$ cat src/rtl/impact_event_detector_core_macros.svh
// assertion helpers shared by the rtl
`ifndef IMPACT_EVENT_DETECTOR_CORE_MACROS_SVH
`define IMPACT_EVENT_DETECTOR_CORE_MACROS_SVH

// same-cycle implication, disabled in reset
`define IED_ASSERT_IMP(lbl, clk, rst_n, ante, cons, msg) \
  lbl: assert property (@(posedge clk) disable iff (!rst_n) (ante) |-> (cons)) else $error(msg);

// next-cycle implication, disabled in reset
`define IED_ASSERT_NXT(lbl, clk, rst_n, ante, cons, msg) \
  lbl: assert property (@(posedge clk) disable iff (!rst_n) (ante) |=> (cons)) else $error(msg);

`endif

$ cat src/rtl/ied_pkg.sv
`timescale 1ns / 1ps
package ied_pkg;

  // configuration register indexes
  localparam logic [2:0] CFG_CONTACT_THR = 3'd0;
  localparam logic [2:0] CFG_END_PCT     = 3'd1;
  localparam logic [2:0] CFG_HIGHG_THR   = 3'd2;
  localparam logic [2:0] CFG_LOWG_MG     = 3'd3;
  localparam logic [2:0] CFG_ACCEL_ONLY  = 3'd4;
  localparam logic [2:0] CFG_CONFIRM     = 3'd5;
  localparam logic [2:0] CFG_WINDOW_MS   = 3'd6;
  localparam logic [2:0] CFG_REFRACT_MS  = 3'd7;

  localparam int CFG_IDX_W  = 3;
  localparam int CFG_DATA_W = 16;

  // phase codes
  localparam logic [1:0] PH_IDLE    = 2'd0;
  localparam logic [1:0] PH_ACTIVE  = 2'd1;
  localparam logic [1:0] PH_REFRACT = 2'd2;

  localparam logic        CMD_SAMPLE = 1'b0;
  localparam logic        CMD_LOWG   = 1'b1;

  localparam int          MUL_W          = 32;
  localparam logic [31:0] RECIP100       = 32'd1374389535;
  localparam int          RECIP100_SHIFT = 37;
  localparam logic [31:0] US_PER_MS      = 32'd1000;
  localparam logic [31:0] QUIET_US       = 32'd30000;
  localparam logic [15:0] HIGHG_FLAG_MIN = 16'd4000;
  localparam logic [9:0]  TENTHS_MAX     = 10'd255;
  localparam int          EMA_SHIFT      = 6;
  localparam int          SQRT_STEPS     = 16;
  localparam logic [31:0] SQRT_BIT0      = 32'h4000_0000;
  localparam int          SPM_DEFAULT    = 1;

endpackage

$ cat src/rtl/ied_mul.sv
`timescale 1ns / 1ps
module ied_mul
  import ied_pkg::*;
(
  input  logic                 clk,
  input  logic [MUL_W-1:0]     a,
  input  logic [MUL_W-1:0]     b,
  output logic [2*MUL_W-1:0]   p
);
  logic [2*MUL_W-1:0] p_r;

  // product registered, usable in the cycle after issue
  always_ff @(posedge clk) begin
    p_r <= a * b;
  end

  assign p = p_r;
endmodule

$ cat config.mk
export PLATFORM = sky130hd
export DESIGN_NAME = ied_mul
export DESIGN_NICKNAME = d
export VERILOG_FILES = /design/src/rtl/impact_event_detector_core_macros.svh /design/src/rtl/ied_pkg.sv /design/src/rtl/ied_mul.sv
export SDC_FILE = /design/constraint.sdc
export NUM_CORES = 2
export LEC_CHECK = 0
export BUFFER_PORTS_ARGS = -buffer_cell sky130_fd_sc_hd__buf_2
export CAP_MARGIN = 15
export CORE_MARGIN = 5
export CORE_UTILIZATION = 55
export DETAILED_ROUTE_END_ITERATION = 8
export PLACE_DENSITY = 0.73
export SYNTH_ARGS = -nofsm -noshare
export SYNTH_HDL_FRONTEND = slang
export SYNTH_SLANG_ARGS = --single-unit
$ cat constraint.sdc
create_clock -name clk -period 23.1 [get_ports clk]
set_clock_uncertainty 0.1 [all_clocks]
set_input_delay 4.62 -clock clk [delete_from_list [all_inputs] [get_ports clk]]
set_output_delay 4.62 -clock clk [all_outputs]
set_load 0.05 [all_outputs]
==> out/qor.yml <==
critical_path:
  critPathMaxFanout: 32
  crit_type: "in -> reg"
  end_kind: "flip-flop"
  critPathMostFrequentCell: "fa_1"
  critPathLaunchType: "primary input"
  critical_path_required_ns: 23.28
  cp_cell_sequence: "buf_2 -> and2_1 -> fa_1 -> fa_1 -> inv_1 -> fa_1 -> fa_1 -> inv_1 -> fa_1 -> fa_1 -> fa_1 -> inv_1 -> fa_1 -> inv_1 -> ha_1 -> nand4_1 -> or4_1 -> or3_1 -> a31oi_1 -> a31o_2 -> a211oi_1 -> o21ai_1 -> xor2_1"
  cp_slowest_cell: "fa_1"
  max_stage_delay_ns: 0.60
  cp.arrival_ns: 12.41
synth:
  synth_warnings: 0
  syn_area_per_cell_sq_um: 9.252
  synth_top_cell_by_area: "fa_1"
  synthTopCellsByArea: "fa_1 52%, and2_1 11%, ha_1 9.5%"
  ys_ff_latch: 64
  synthFlopType: "dfxtp_1"
  synthCells: 3748
  synth_edf_count: 0
  synth_fp_nets: 4972
  netlist_area_sq_um: 34680
  seq_area_frac_synth_pct: 3.695
  synth_top_area_share_pct: 51.73
  ys_async_sr_fraction_pct: 0
  synth_cell_types: 57
cts:
  htreeDepth: 3
  cts_resized: 0
  cts_root_buf: "clkbuf_16"
  ctsHoldBuffers: 0
  cts_buffer_depth: 2
  cts.sinks: 64
  cts_tree: "built"
  clkSlewWorstSetupHoldPaths_ns: 0.06
  post_cts_buffers: 0
  cts_buffers: 9
hold_path:
  hold_path.class: "in -> reg"
layout:
  area_growth_pct: 3.518
  largest_reg_flops: 64
  drive_gt1_share_pct: 4.513
  nNetsFinal: 4897
  num_antenna_cells: 0
  fillerInstances: 5498
sta:
  hold_viol: 0
  fin_crit_sh_pct: 52.93
  whs_ns: 4.776
  slew_viol_final: 0
  grt_setup_unrepaired: "no"
  maxSlewHeadroom_pct: 45.03
  setup_tns_ns: 0
  tightest_slew_ns: 0.8246
  period_minus_slack_ns: 12.23
  fmax_mhz: 81.78
  finalSetupViolCount: 0
placed_design:
  place_congestion: 0.9343
  dp_hpwl_um: 71120
  io_buffers: 128
run:
  drv_cap: 0
floorplanning:
  io_pins: 129
  die_x_um: 261.1
  rows: 92
  die_y_um: 261.1
  fp.coreArea_sq_um: 62740
  start_util_pct: 55.27
  die_area_sq_um: 68170
outcome:
  status: "finished, final reports clean"
detailed_routing:
  drc: 0
  first_pass_iters: 6
  vias: 24940
  wl_per_cell_um: 19.79
  antenna_left: 0
  finalWirelength_um: 89550
  drtIter0Drc: 1407
  viasPerCell: 5.512
global_routing:
  grt_first_pass_wirelength_um: 147100
  grt_max_degree: 33
  grt_pass1_vias: 27560
  grt_antenna_before_repair: 1
  gr-total-overflow: 0
  track_usage_pct: 27.46
[cell usage after synthesis, types with 3 or more instances]
cell type and n:
o21ai_1 5, a31oi_1 12, a21o_1 40, buf_2 6, o21a_1 9, a21oi_1 63, or3_1 3, fa_1 896
nand3_1 10, and3_1 14, a221oi_4 3, o21bai_1 10, xor2_1 25, nor2_1 20, a21oi_2 3, nor3_1 7
dfxtp_1 64, nand2_1 480, a21boi_1 3, and4_1 3, inv_1 865, ha_1 263, a221o_1 4, o221ai_1 3
a211oi_1 3, or4_1 3, xnor2_1 35, clkbuf_1 213, or2_2 3, o31ai_4 3, and2_1 602, nand4_1 23
o21ai_0 21
[final timing paths]
check  start    end  slack [ns]  cells past startpoint
max     b[9]  p[62]       10.87                     23
min     b[0]   p[0]        4.78                      3
[per-stage QoR]
stage,cell area (sq um),worst slack [ns],utilization [%],std cells
2_1_floorplan,34680,11.63,-,3748
3_3_place_gp,35590,10.70,56.73,4508
3_5_place_dp,35590,10.61,56.73,4508
4_1_cts,35900,10.97,57.22,4524
5_1_grt,35900,10.45,57.22,4524
6_report,35900,10.87,57.22,4524
[area by class of cell]
cell class                 count  area, sq um  area share, %
inverter                     865         3247          9.045
tap                          846         1059          2.949
sequential                    64         1281          3.569
clock buffer                  12        256.5         0.7146
multi-input combinational   2599        29310          81.67
clock inverter                 4        52.55         0.1464
timing repair buffer         134        685.7          1.910
[critical path, delay by kind of cell]
kind / cells / cell delay, ns
adder cells (fa/ha/maj): 9 / 4.43
AND/OR/NAND/NOR: 4 / 1.30
AO/OA/AOI/OAI: 4 / 1.06
XOR/XNOR: 1 / 0.15
buffers and inverters: 5 / 0.80
[placed cells by master (no fill, tap or decap), types with 4 or more instances in the layout]
cell type  Yosys  layout
a21o_1        40      40
a21oi_1       63      63
a221o_1        4       4
a31oi_1       12      12
and2_1       602     602
and3_1        14      14
buf_2          6     128
buf_4          0       6
clkbuf_16      0       9
dfxtp_1       64      64
fa_1         896     896
ha_1         263     263
inv_1        865     865
nand2_1      480     480
nand3_1       10      10
nand4_1       23      23
nor2_1        20      20
nor3_1         7       7
o21a_1         9       9
o21ai_0       21      21
o21ai_1        5       5
o21bai_1      10      10
xnor2_1       35      35
xor2_1        25      25
[metal layers]
metal	track usage (%)	wire length, um
met1	34.08	33680
met2	48.84	46100
met3	3.172	4947
met4	11.74	4816
met5	0	0
[kinds of logic after synthesis]
group	Yosys count	share of synthesized area [%]
flops	64	3.695
compound gates	202	4.153
fa+ha+maj	1159	61.22
xor+xnor	60	1.515
mux	1	0.02887
buf+inv	1085	11.77
simple gates	1177	17.62
Power is not shown: default switching activity piles up to over one toggle a cycle in this logic, so the estimate is an artifact.
