--- src/rtl/impact_event_detector_core_macros.svh ---
// assertion helpers shared by the rtl
`ifndef IMPACT_EVENT_DETECTOR_CORE_MACROS_SVH
`define IMPACT_EVENT_DETECTOR_CORE_MACROS_SVH

// same-cycle implication, disabled in reset
`define IED_ASSERT_IMP(lbl, clk, rst_n, ante, cons, msg) \
  lbl: assert property (@(posedge clk) disable iff (!rst_n) (ante) |-> (cons)) else $error(msg);

// next-cycle implication, disabled in reset
`define IED_ASSERT_NXT(lbl, clk, rst_n, ante, cons, msg) \
  lbl: assert property (@(posedge clk) disable iff (!rst_n) (ante) |=> (cons)) else $error(msg);

`endif

--- src/rtl/ied_pkg.sv ---
`timescale 1ns / 1ps
package ied_pkg;

  // configuration register indexes
  localparam logic [2:0] CFG_CONTACT_THR = 3'd0;
  localparam logic [2:0] CFG_END_PCT     = 3'd1;
  localparam logic [2:0] CFG_HIGHG_THR   = 3'd2;
  localparam logic [2:0] CFG_LOWG_MG     = 3'd3;
  localparam logic [2:0] CFG_ACCEL_ONLY  = 3'd4;
  localparam logic [2:0] CFG_CONFIRM     = 3'd5;
  localparam logic [2:0] CFG_WINDOW_MS   = 3'd6;
  localparam logic [2:0] CFG_REFRACT_MS  = 3'd7;

  localparam int CFG_IDX_W  = 3;
  localparam int CFG_DATA_W = 16;

  // phase codes
  localparam logic [1:0] PH_IDLE    = 2'd0;
  localparam logic [1:0] PH_ACTIVE  = 2'd1;
  localparam logic [1:0] PH_REFRACT = 2'd2;

  localparam logic        CMD_SAMPLE = 1'b0;
  localparam logic        CMD_LOWG   = 1'b1;

  localparam int          MUL_W          = 32;
  localparam logic [31:0] RECIP100       = 32'd1374389535;
  localparam int          RECIP100_SHIFT = 37;
  localparam logic [31:0] US_PER_MS      = 32'd1000;
  localparam logic [31:0] QUIET_US       = 32'd30000;
  localparam logic [15:0] HIGHG_FLAG_MIN = 16'd4000;
  localparam logic [9:0]  TENTHS_MAX     = 10'd255;
  localparam int          EMA_SHIFT      = 6;
  localparam int          SQRT_STEPS     = 16;
  localparam logic [31:0] SQRT_BIT0      = 32'h4000_0000;
  localparam int          SPM_DEFAULT    = 1;

endpackage

--- src/rtl/ied_isqrt.sv ---
`timescale 1ns / 1ps
module ied_isqrt
  import ied_pkg::*;
(
  input  logic        clk,
  input  logic        rst_n,
  input  logic        start,
  input  logic [31:0] value,
  output logic        done,
  output logic [15:0] root
);
  localparam int CNT_W = $clog2(SQRT_STEPS);

  logic [31:0]      v_r, r_r, bit_r;
  logic [CNT_W-1:0] cnt_r;
  logic             busy_r, done_r;
  logic [32:0]      trial;

  assign trial = {1'b0, r_r} + {1'b0, bit_r};

  always_ff @(posedge clk) begin
    if (!rst_n) begin
      busy_r <= 1'b0;
      done_r <= 1'b0;
      cnt_r  <= '0;
    end else begin
      done_r <= 1'b0;
      if (start) begin
        busy_r <= 1'b1;
        cnt_r  <= '0;
      end else if (busy_r) begin
        cnt_r <= cnt_r + 1'b1;
        if (cnt_r == CNT_W'(SQRT_STEPS - 1)) begin
          busy_r <= 1'b0;
          done_r <= 1'b1;
        end
      end
    end
  end

  // one restoring step per cycle while busy
  always_ff @(posedge clk) begin
    if (start) begin
      v_r   <= value;
      r_r   <= '0;
      bit_r <= SQRT_BIT0;
    end else if (busy_r) begin
      if ({1'b0, v_r} >= trial) begin
        v_r <= v_r - trial[31:0];
        r_r <= (r_r >> 1) + bit_r;
      end else begin
        r_r <= r_r >> 1;
      end
      bit_r <= bit_r >> 2;
    end
  end

  assign done = done_r;
  assign root = r_r[15:0];
endmodule

--- config.mk ---
export PLATFORM = sky130hd
export DESIGN_NAME = ied_isqrt
export DESIGN_NICKNAME = d
export VERILOG_FILES = /design/src/rtl/impact_event_detector_core_macros.svh /design/src/rtl/ied_pkg.sv /design/src/rtl/ied_isqrt.sv
export SDC_FILE = /design/constraint.sdc
export NUM_CORES = 1
export LEC_CHECK = 0
export BUFFER_PORTS_ARGS = -buffer_cell sky130_fd_sc_hd__buf_2
export CORE_ASPECT_RATIO = 1.25
export CORE_MARGIN = 10
export CORE_UTILIZATION = 60
export CTS_BUF_LIST = sky130_fd_sc_hd__clkbuf_4
export CTS_CLUSTER_DIAMETER = 80
export DETAILED_ROUTE_END_ITERATION = 10
export GPL_TIMING_DRIVEN = 0
export HOLD_SLACK_MARGIN = 0.08
export PLACE_DENSITY = 0.89
export SLEW_MARGIN = 20
export SYNTH_ARGS = -nofsm -noshare
export SYNTH_HDL_FRONTEND = slang
export SYNTH_SLANG_ARGS = --single-unit
export TNS_END_PERCENT = 1
--- constraint.sdc ---
create_clock -name clk -period 8.15 [get_ports clk]
set_clock_uncertainty 0.15 [all_clocks]
set_input_delay 0.4075 -clock clk [delete_from_list [all_inputs] [get_ports clk]]
set_output_delay 0.4075 -clock clk [all_outputs]
set_load 0.01 [all_outputs]
==> results.md, run 1 <==
- 1st-iter DRT viols: 872
- Num CTS Buffers: 9
- DP Area: 8130 um^2
- HPWL Detailed: about 17000 um
- Most common cell in the synthesized netlist: nand2_1
- Yosys warning total: 0
- Post-route cell area: 8450 um^2
- Synthesized Nets: 1052
- Worst setup EP type: flip-flop
- Die height: 146 um
- Status: complete, no violations
- WL per Instance: 19.3 um
- Pre-antenna DRT Iters: 7
- Syn Inst Count: ~950
- FP Rows: 46
- Cts repair resizes: 0
- Share of cells above drive strength 1: 11.0%
- Fill count: about 1100
- Grt total ovfl: 0
- Via count: 7811
- Slew @ Worst Pin: 0.910 ns
- Required @ worst endpoint: 8.19 ns
- Hold_ws: 0.0653 ns
- Core area: 12500 um^2
- Root buffer cell: clkbuf_4
- CP arrival: 6.90 ns
- Max FO, Critical Path: 17
- Crit path time final: 6.86 ns
- Antenna viol nets, final: 0
- Post-CTS Setup Inserts: 0
- Synth Flop Type: dfxtp_1
- Ys async rst share: 0%
- Post-synth EDFFs: 32
- Final RePlAce weighted congestion: between 0.9 and 1
- CP cell instances: ha_1 > a31oi_1 > o21bai_1 > a31oi_1 > o31ai_1 > a21oi_1 > o21ai_0 > a31oi_1 > xor2_1 > ha_1 > nand4_1 > nor3_1 > and4_1 > a31oi_1 > a21oi_1 > nand2_1 > o21ai_4 > buf_16
- Tcrit/Tclk final: 84.1%
- Register area: slightly above 2000 um^2
- Pre-CTS setup slack: 1.48 ns
- Crit-path max cell delay: 0.81 ns
- Vias per cell: about 6.5
- Via count of the first global-routing pass: 7436
- Static Leakage: 0.00328 uW
- Drt drc: 0
- CP Class: reg -> reg
- Area contributors post-synth: dfxtp_1 (14%), edfxtp_1 (13%), ha_1 (11%), o21ai_0 (5.2%), nand2_1 (5.2%)
- Synth Area in Compound Gates: 26.4%
- Worst skew pair latency: 0.49 ns
- Post-Synth XOR/XNOR Area: a little under 7%
- Largest net degree at the start of global routing: 18
- Headroom to the max-slew limit: 39.3%
- Placed Cells: roughly 1200
- Final worst slack: 1.29 ns
- Slowest-stage cell, CP: a21oi_1
- Die area: 17700 um^2
- Setup violators final: 0
- Unrepaired setup endpoints after global routing: false
- Clock sink count: between 80 and 90
- Cell Area, Synth: roughly 7600 um^2
- Max-slew violations: 0
- Post-synth top area share: 14.2%
- Synth Register Bits: 86
- Worst min-delay path class: in -> reg
- Max Cap Viol: 0
- Largest family of logic cells by synthesized area: compound AO/OA/AOI/OAI gates
- Fin Setup TNS: 0 ns
- Initial Utilization: 60.8%
- Top cell type by total area after synthesis: dfxtp_1
- Clock Path Buffers: 2
- Clock transition at path regs: 0.15 ns
- Register area share after synthesis: 26.8%
- WP buf/inv: 1
- Layout Nets: 1131
- Tot GR Track Use: 25.7%
- Die Width: 121 um
- Synth Area in Simple Gates: 19.5%
- Fmax: ~150 MHz
- Synth cell types: 71
- Initial antenna violation count: 1
- Delay-heaviest family, CP: compound AO/OA/AOI/OAI gates
- WL final: 23100 um
- Port Buffer Count: 50
- Most frequent cells after synthesis: nand2_1 (105), nor2_1 (101), o21ai_0 (80)
- Area share of fa/ha/maj cells after synthesis: 11.3%
- First-pass GRT wire length: about 37000 um
- Mux share of post-synthesis cell area: 3.53%
- PwrDens: roughly 270 nW/um^2
- Hold Fails Final Rpt: 0
- CP startpoint kind: flip-flop
- Worst vdd ir: ~0.12 mV
- Non-Filler Instances: ~1200
- Footprint of the multi-input gates: 5160 um^2
- Ports: 52
- CTS tree: built
- Layout area overhead: 10.8%
- H-tree depth: 3
- Syn avg cell area: 8.04 um^2
- Most frequent CP cell: a31oi_1
[cell usage in the layout (no fill, tap or decap), drive strengths merged, types with 6 or more instances in the layout]
cell type    instances
a211oi               7
a21o                13
a21oi               52
a311oi              19
a31oi               33
buf                 84
clkbuf              41
dfxtp               54
dlygate4sd3         17
edfxtp              32
ha                  67
inv                 23
mux2                 7
mux2i               19
nand2              105
nand3               27
nand4               16
nor2               101
nor2b                9
nor3                13
o21a                 9
o21ai               81
o21bai               8
o311ai               6
o31ai               24
o41ai                6
or3                 10
or4                 15
xnor2               23
xor2                36
[metrics by stage]
stage	total power [uW]	util (%)
after floorplan	1600	-
after global placement	1890	64.5
after detailed placement	1920	64.8
after CTS	2220	67.2
after global routing	2420	67.4
final	2260	67.4
[state kept, by name, summed over array words and instances, names as in the netlist]
signal / cells
bit_r: 16
busy_r: 1
v_r: 32
done: 1
r_r: 32
cnt_r: 4
[area by class of cell]
type	count	share of cell area, %
Clock inverter	6	1.02
Buffer	65	4.19
Inverter	23	1.02
Clock buffer	9	0.799
Tap cell	168	2.49
Antenna cell	1	0.0296
Sequential cell	86	24.2
Multi-Input combinational cell	775	61.0
Timing Repair Buffer	68	5.30
[report_power, final]
group | internal [uW] | switching [uW]
combinational | 510 | 826
sequential | 563 | 71.0
clock | 123 | 172
[timing repair]
action / in CTS / in global routing
setup endpoints to repair: 0 / 0
hold buffers: 15 / 2
endpoints found under the hold margin: 15 / 2
[tightest hold or removal path, cell delays in order]
cell and delay (ns):
buf_2 0.08, nand2_1 0.04, o21ai_0 0.06
[layer usage]
metal	part of all wire [%]	global-route usage [%]	vias up
met3	6.9	3.13	82
met1	41	31.6	3611
met4	4.5	13.8	0
met5	0	0	-
li1	-	-	3730
met2	47	42.6	388
[path summary, 6_finish.rpt]
path            start     end  slack, ns  cells after the start
max            r_r[2]  v_r[9]       1.29                     18
min          value[8]  v_r[8]       0.07                      3
max reg2reg    r_r[2]  v_r[9]       1.29                     18
min reg2reg  cnt_r[2]    done       0.37                      2
[kinds of logic after synthesis]
logic type               Yosys count
AO/OA/AOI/OAI                    302
XOR/XNOR                          59
adder cells (fa/ha/maj)           68
buffers and inverters             88
flip-flops                        86
multiplexers                      26
AND/OR/NAND/NOR                  320
No activity file was read; power rests on OpenSTA's default activity.
==> inputs of run 2 (changes only) <==
--- a/config.mk
+++ b/config.mk
@@ -8,13 +8,13 @@
 export BUFFER_PORTS_ARGS = -buffer_cell sky130_fd_sc_hd__buf_2
 export CORE_ASPECT_RATIO = 1.25
 export CORE_MARGIN = 10
-export CORE_UTILIZATION = 60
+export CORE_UTILIZATION = 58
 export CTS_BUF_LIST = sky130_fd_sc_hd__clkbuf_4
 export CTS_CLUSTER_DIAMETER = 80
 export DETAILED_ROUTE_END_ITERATION = 10
 export GPL_TIMING_DRIVEN = 0
 export HOLD_SLACK_MARGIN = 0.08
-export PLACE_DENSITY = 0.89
+export PLACE_DENSITY = 0.9
 export SLEW_MARGIN = 20
 export SYNTH_ARGS = -nofsm -noshare
 export SYNTH_HDL_FRONTEND = slang
==> constraint.sdc (replaced) <==
create_clock -name clk -period 5.5 [get_ports clk]
set_clock_uncertainty 0.15 [all_clocks]
set_input_delay 0.275 -clock clk [delete_from_list [all_inputs] [get_ports clk]]
set_output_delay 0.275 -clock clk [all_outputs]
set_load 0.01 [all_outputs]
==> results.md, run 2 (synthesis gave the netlist of run 1 again) <==
- Status: complete, no violations
- WL per Instance: 19.8 um (+2.7%)
- Final worst slack: 0.106 ns (-1.19 ns)
- Via count of the first global-routing pass: 7606 (+2.3%)
- Max Cap Viol: 0 (unchanged)
- Commonest non-fill, non-tap cells in the layout: nand2_1 (104), nor2_1 (101), o21ai_0 (76), ha_1 (67), buf_2 (58)
- Pre-antenna DRT Iters: 8 (+1)
- Die Width: 123 um (+1.4%)
- Largest net degree at the start of global routing: 25 (+7)
- Commonest non-fill, non-tap cell in the layout: nand2_1
- Largest registers: r_r x32, v_r x32, bit_r x16
- DP Area: 8130 um^2 (unchanged)
- Hold Fails Final Rpt: 0 (unchanged)
- CP Class: reg -> reg
- WL final: 24200 um (+4.5%)
- Post-layout util: 68.3% (+0.94 points)
- Final RePlAce weighted congestion: 1.00 (+3.6%)
- Die area: 18200 um^2 (+2.9%)
- Pre-CTS setup slack: -0.977 ns (-2.46 ns)
- Clk pwr share: 11.9% (-1.1 points)
- Grt total ovfl: 0 (unchanged)
- Sequential cell fraction of total power: 27.6% (-0.4 points)
- PwrDens: 388 nW/um^2 (+45%)
- Clock transition at path regs: 0.16 ns (about the same)
- Antenna viol nets, final: 0 (unchanged)
- Slowest-stage cell, CP: o31ai_1
- Root buffer cell: clkbuf_4
- Tot GR Track Use: 25.9% (+0.16 points)
- Non-Filler Instances: 1222 (+1.7%)
- Crit path time final: 5.39 ns (-1.46 ns)
- WP buf/inv: 2 (+1)
- Layout Nets: 1151 (+1.8%)
- HPWL Detailed: 17400 um (+0.31%)
- Most frequent CP cell: ha_1
- Gate power share: 60.5% (+1.5 points)
- Clock sink count: 86 (unchanged)
- Placed Cells: 1168 (unchanged)
- Tcrit/Tclk final: 98.1% (+14 points)
- FP Rows: 46 (unchanged)
- Initial antenna violation count: 1 (unchanged)
- CP cell instances: ha_1 > nand2_1 > o31ai_1 > a21bo_2 > nor2b_1 > o21bai_1 > a21oi_1 > o21ai_0 > xor2_1 > ha_1 > nand3_1 > nor4_2 > a31oi_2 > buf_2 > nand3_4 > nand2_2 > o21ai_4 > buf_16
- Share of cells above drive strength 1: 12.8% (+1.8 points)
- Ports: 52 (unchanged)
- Setup violators final: 0 (unchanged)
- Worst setup EP type: flip-flop
- Static Leakage: 0.00339 uW (+3.3%)
- Core area: 12800 um^2 (+1.8%)
- Worst vdd ir: 0.208 mV (+80%)
- Worst skew pair latency: 0.51 ns (+0.02 ns)
- Port Buffer Count: 50 (unchanged)
- Clock Path Buffers: 2 (unchanged)
- Worst min-delay path class: in -> reg
- Initial Utilization: 59.7% (-1.1 points)
- Via count: 8037 (+2.9%)
- Delay-heaviest family, CP: compound AO/OA/AOI/OAI gates
- CP startpoint kind: flip-flop
- Crit-path max cell delay: 0.53 ns (-0.28 ns)
- H-tree depth: 3 (unchanged)
- 1st-iter DRT viols: 1276 (+46%)
- Vias per cell: 6.58 (+1.1%)
- Tot Pwr: 3390 uW (+50%)
- Pint: 1770 uW (+48%)
- Fmax: 185 MHz (+27%)
- CTS tree: built
- Headroom to the max-slew limit: 44.3% (+5.0 points)
- Drt drc: 0 (unchanged)
- Layout area overhead: 14.4%
- Die height: 148 um (+1.5%)
- Slew @ Worst Pin: 0.823 ns (-0.0874 ns)
- Sw Ratio: 47.8% (+0.61 points)
- Num CTS Buffers: 9 (unchanged)
- Post-route cell area: 8730 um^2 (+3.3%)
- CP arrival: 5.46 ns (-1.44 ns)
- Required @ worst endpoint: 5.57 ns (-2.62 ns)
- Max FO, Critical Path: 24 (+7)
- Max-slew violations: 0 (unchanged)
- Switch Pwr: 1620 uW (+52%)
- First-pass GRT wire length: 38400 um (+2.7%)
==> run 2: worst min-delay path: cells and delay by family <==
kind / cells / cell delay (ns)
AOI/OAI and AO/OA: 2 / 0.20
buffers and inverters: 1 / 0.10
==> run 2: power by group through the flow <==
| stage | clock network, uW | registers (uW) | logic [uW] |
|---|---|---|---|
| final | 403 | 934 | 2050 |
| after global routing | 425 | 947 | 2240 |
| after CTS | 392 | 929 | 1960 |
| after detailed placement | 0 | 943 | 1900 |
| after global placement | 0 | 942 | 1840 |
| after floorplan | 0 | 903 | 1460 |
==> run 2: final cells by class <==
| type | instances | area [um^2] |
|---|---|---|
| clock inverter | 7 | 70.1 |
| fill | 1033 | 4050 |
| timing repair buffer | 88 | 636 |
| antenna | 1 | 2.50 |
| clock buffer | 9 | 67.6 |
| multi-input combinational | 775 | 5260 |
| tap | 168 | 210 |
| inverter | 23 | 86.3 |
| buffer | 65 | 355 |
| sequential | 86 | 2040 |
==> run 2: through the flow <==
stage,TNS (ns),hold WS [ns]
2_1_floorplan,0,0.243
3_3_place_gp,-63.76,0.344
3_5_place_dp,-38.35,0.340
4_1_cts,0,0.114
5_1_grt,-2.33,0.129
6_report,0,0.0914
==> run 2: routing by layer <==
layer / vias to the layer above / part of all wire, % / track usage [%]
met3: 102 / 9.3 / 4.32
li1: 3754 / - / -
met5: - / 0 / 0
met4: 0 / 4.9 / 12.8
met2: 475 / 47 / 43.7
met1: 3706 / 38 / 30.9
==> run 2: final timing paths <==
path                            startpoint       to  slack (ns)  depth (start not counted)
worst min register to register    cnt_r[2]     done        0.35                          2
worst max-delay path                r_r[6]  v_r[22]        0.11                         18
worst min-delay path             value[26]  v_r[26]        0.09                          3
worst max register to register      r_r[6]  v_r[22]        0.11                         18
==> run 2: what timing repair did <==
action | 4_1_cts | 5_1_grt
gates resized for setup | 12 | 13
setup endpoints to repair | 65 | 65
pin swaps | 2 | 1
setup buffers | 3 | 2
hold endpoints to repair | 37 | 0
hold buffers | 32 | 0
==> inputs of run 3 (changes only) <==
--- a/config.mk
+++ b/config.mk
@@ -14,6 +14,7 @@
 export DETAILED_ROUTE_END_ITERATION = 10
 export GPL_TIMING_DRIVEN = 0
 export HOLD_SLACK_MARGIN = 0.08
+export MAX_ROUTING_LAYER = met4
 export PLACE_DENSITY = 0.9
 export SLEW_MARGIN = 20
 export SYNTH_ARGS = -nofsm -noshare
==> results.md, run 3 (synthesis gave the netlist of run 1 again) <==
- Initial antenna violation count: 1 (unchanged)
- Gate power share: 61.0% (+0.5 points)
- Crit path time final: 5.44 ns (+0.0505 ns)
- CP arrival: 5.50 ns (+0.04 ns)
- GRT busiest layer: met2
- Headroom to the max-slew limit: 42.0% (-2.3 points)
- Die height: 148 um (unchanged)
- FP Rows: 46 (unchanged)
- CTS tree: built
- First-pass GRT wire length: 38800 um (+1.1%)
- Clk pwr share: 11.8% (about the same)
- Worst hold path depth: 3 (unchanged)
- Grt met2 use: 43.4% (-0.30 points)
- Antenna viol nets, final: 0 (unchanged)
- PwrDens: 391 nW/um^2 (+0.81%)
- Required @ worst endpoint: 5.55 ns (-0.02 ns)
- Slowest-stage cell, CP: a31oi_1
- Grt total ovfl: 0 (unchanged)
- Share of cells above drive strength 1: 13.2% (+0.35 points)
- Largest net degree at the start of global routing: 25 (unchanged)
- CP cell instances: ha_1 > a31oi_1 > o21bai_2 > a31oi_4 > o31ai_4 > a21oi_2 > o21ai_1 > a31oi_1 > xor2_1 > ha_1 > nand4_1 > nor3_4 > and4_1 > a31oi_4 > clkbuf_2 > nand3_2 > nand2_2 > o21ai_4 > buf_4
- Max-slew violations: 0 (unchanged)
- Layout area overhead: 15.0%
- HPWL Detailed: 17500 um (+0.96%)
- Worst setup EP type: flip-flop
- Tcrit/Tclk final: 99.0% (+0.92 points)
- Port Buffer Count: 50 (unchanged)
- Reg2Reg Depth: 19 (+1)
- Commonest non-fill, non-tap cell in the layout: nand2_1
- Setup violators final: 0 (unchanged)
- Switch Pwr: 1650 uW (+2.1%)
- Pre-antenna DRT Iters: 6 (-2)
- Clock Path Buffers: 2 (unchanged)
- Fmax: 184 MHz (-0.93%)
- Clock sink count: 86 (unchanged)
- Crit-path max cell delay: 0.41 ns (-0.12 ns)
- Via count: 8181 (+1.8%)
- Commonest non-fill, non-tap cells in the layout: nand2_1 (104), nor2_1 (101), o21ai_0 (75), ha_1 (67), buf_2 (57)
- Final worst slack: 0.0558 ns (-0.0505 ns)
- Pint: 1780 uW (+0.51%)
- Tot GR Track Use: 27.0% (+1.1 points)
- Sequential cell fraction of total power: 27.3% (-0.3 points)
- Max Cap Viol: 0 (unchanged)
- Largest registers: r_r x32, v_r x32, bit_r x16
- WL final: 24700 um (+2.4%)
- Worst skew pair latency: 0.49 ns (-0.02 ns)
- Layout Nets: 1153 (+0.17%)
- Sw Ratio: 48.2% (+0.40 points)
- Clock transition at path regs: 0.16 ns (about the same)
- 1st-iter DRT viols: 1248 (-2.2%)
- Final RePlAce weighted congestion: 0.997 (-0.51%)
- Post-layout util: 68.6% (+0.32 points)
- H-tree depth: 3 (unchanged)
- Core area: 12800 um^2 (unchanged)
- Drt drc: 0 (unchanged)
- Vias per cell: 6.68 (+1.6%)
- Worst vdd ir: 0.193 mV (-7.2%)
- Initial Utilization: 59.7% (unchanged)
- Num CTS Buffers: 9 (unchanged)
- Max FO, Critical Path: 10 (-58%)
- Ports: 52 (unchanged)
- Hold Fails Final Rpt: 0 (unchanged)
- WL per Instance: 20.2 um (+2.3%)
- Grt met1 use: 32.3% (+1.4 points)
- Static Leakage: 0.00340 uW (+0.48%)
- Via count of the first global-routing pass: 7552 (-0.71%)
- Worst min-delay path class: in -> reg
- Fill count: 1057 (+2.3%)
- Die Width: 123 um (unchanged)
- Status: complete, no violations
- Met3 Usage GRT: 3.79% (-0.53 points)
- Slew @ Worst Pin: 0.870 ns (+0.0477 ns)
- Root buffer cell: clkbuf_4
- Die area: 18200 um^2 (unchanged)
- Pre-CTS setup slack: -1.05 ns (-0.0782 ns)
- CP Class: reg -> reg
- CP startpoint kind: flip-flop
run 3: worst max-delay path, delay by kind of cell, from the launching register on:
family / cells / cell delay, ns
xor gates and xnor gates: 1 / 0.10
and+or+nand+nor: 5 / 1.08
adders and majority gates: 2 / 0.79
buffers and inverters: 2 / 0.52
AOI/OAI and AO/OA: 9 / 2.13
DFF: 1 / 0.39
run 3: worst paths after layout:
check | start | endpoint | slack [ns]
max | r_r[2] | v_r[24] | 0.06
max reg2reg | r_r[2] | v_r[24] | 0.06
min | value[26] | v_r[26] | 0.1
min reg2reg | cnt_r[2] | done | 0.36
run 3: per-stage QoR:
stage               cell area [um^2]  hold slack [ns]  setup TNS (ns)  instances  power [uW]
detailed placement              8130            0.342          -44.69       1168        2860
finish                          8770           0.0967               0       1224        3430
global route                    8770            0.113           -6.23       1224        3630
global placement                8090            0.344          -65.96       1167        2790
floorplan                       7630            0.243               0        949        2360
CTS                             8650           0.0846               0       1218        3290
run 3: power by group through the flow:
stage	sequential (uW)	clock (uW)	combinational (uW)
6_report	937	403	2090
5_1_grt	950	417	2270
4_1_cts	930	395	1970
3_5_place_dp	945	0	1910
3_3_place_gp	942	0	1850
2_1_floorplan	903	0	1460
run 3: layout make-up:
cell class,count,area [um^2],area share (%)
multi-input cells,775,5280,60.2
flip-flops and latches,86,2040,23.3
repair buffers,90,651,7.42
plain buffers,65,355,4.05
well taps,168,210,2.40
inverters,23,86.3,0.984
clock inverters,7,71.3,0.813
clock buffers,9,67.6,0.770
diodes,1,2.50,0.0285
run 3: what timing repair did:
item / 4_1_cts / 5_1_grt
setup buffers: 2 / 5
setup endpoints to repair: 65 / 68
hold endpoints to repair: 37 / 0
gates cloned: 0 / 0
hold buffers: 32 / 0
resized for setup: 11 / 17
pin swaps: 2 / 4
run 3: routing by layer:
metal | share of wire, % | up-vias
met5 | 0 | -
met4 | 5.4 | 0
met3 | 9.0 | 122
met2 | 47 | 539
met1 | 39 | 3744
li1 | - | 3776
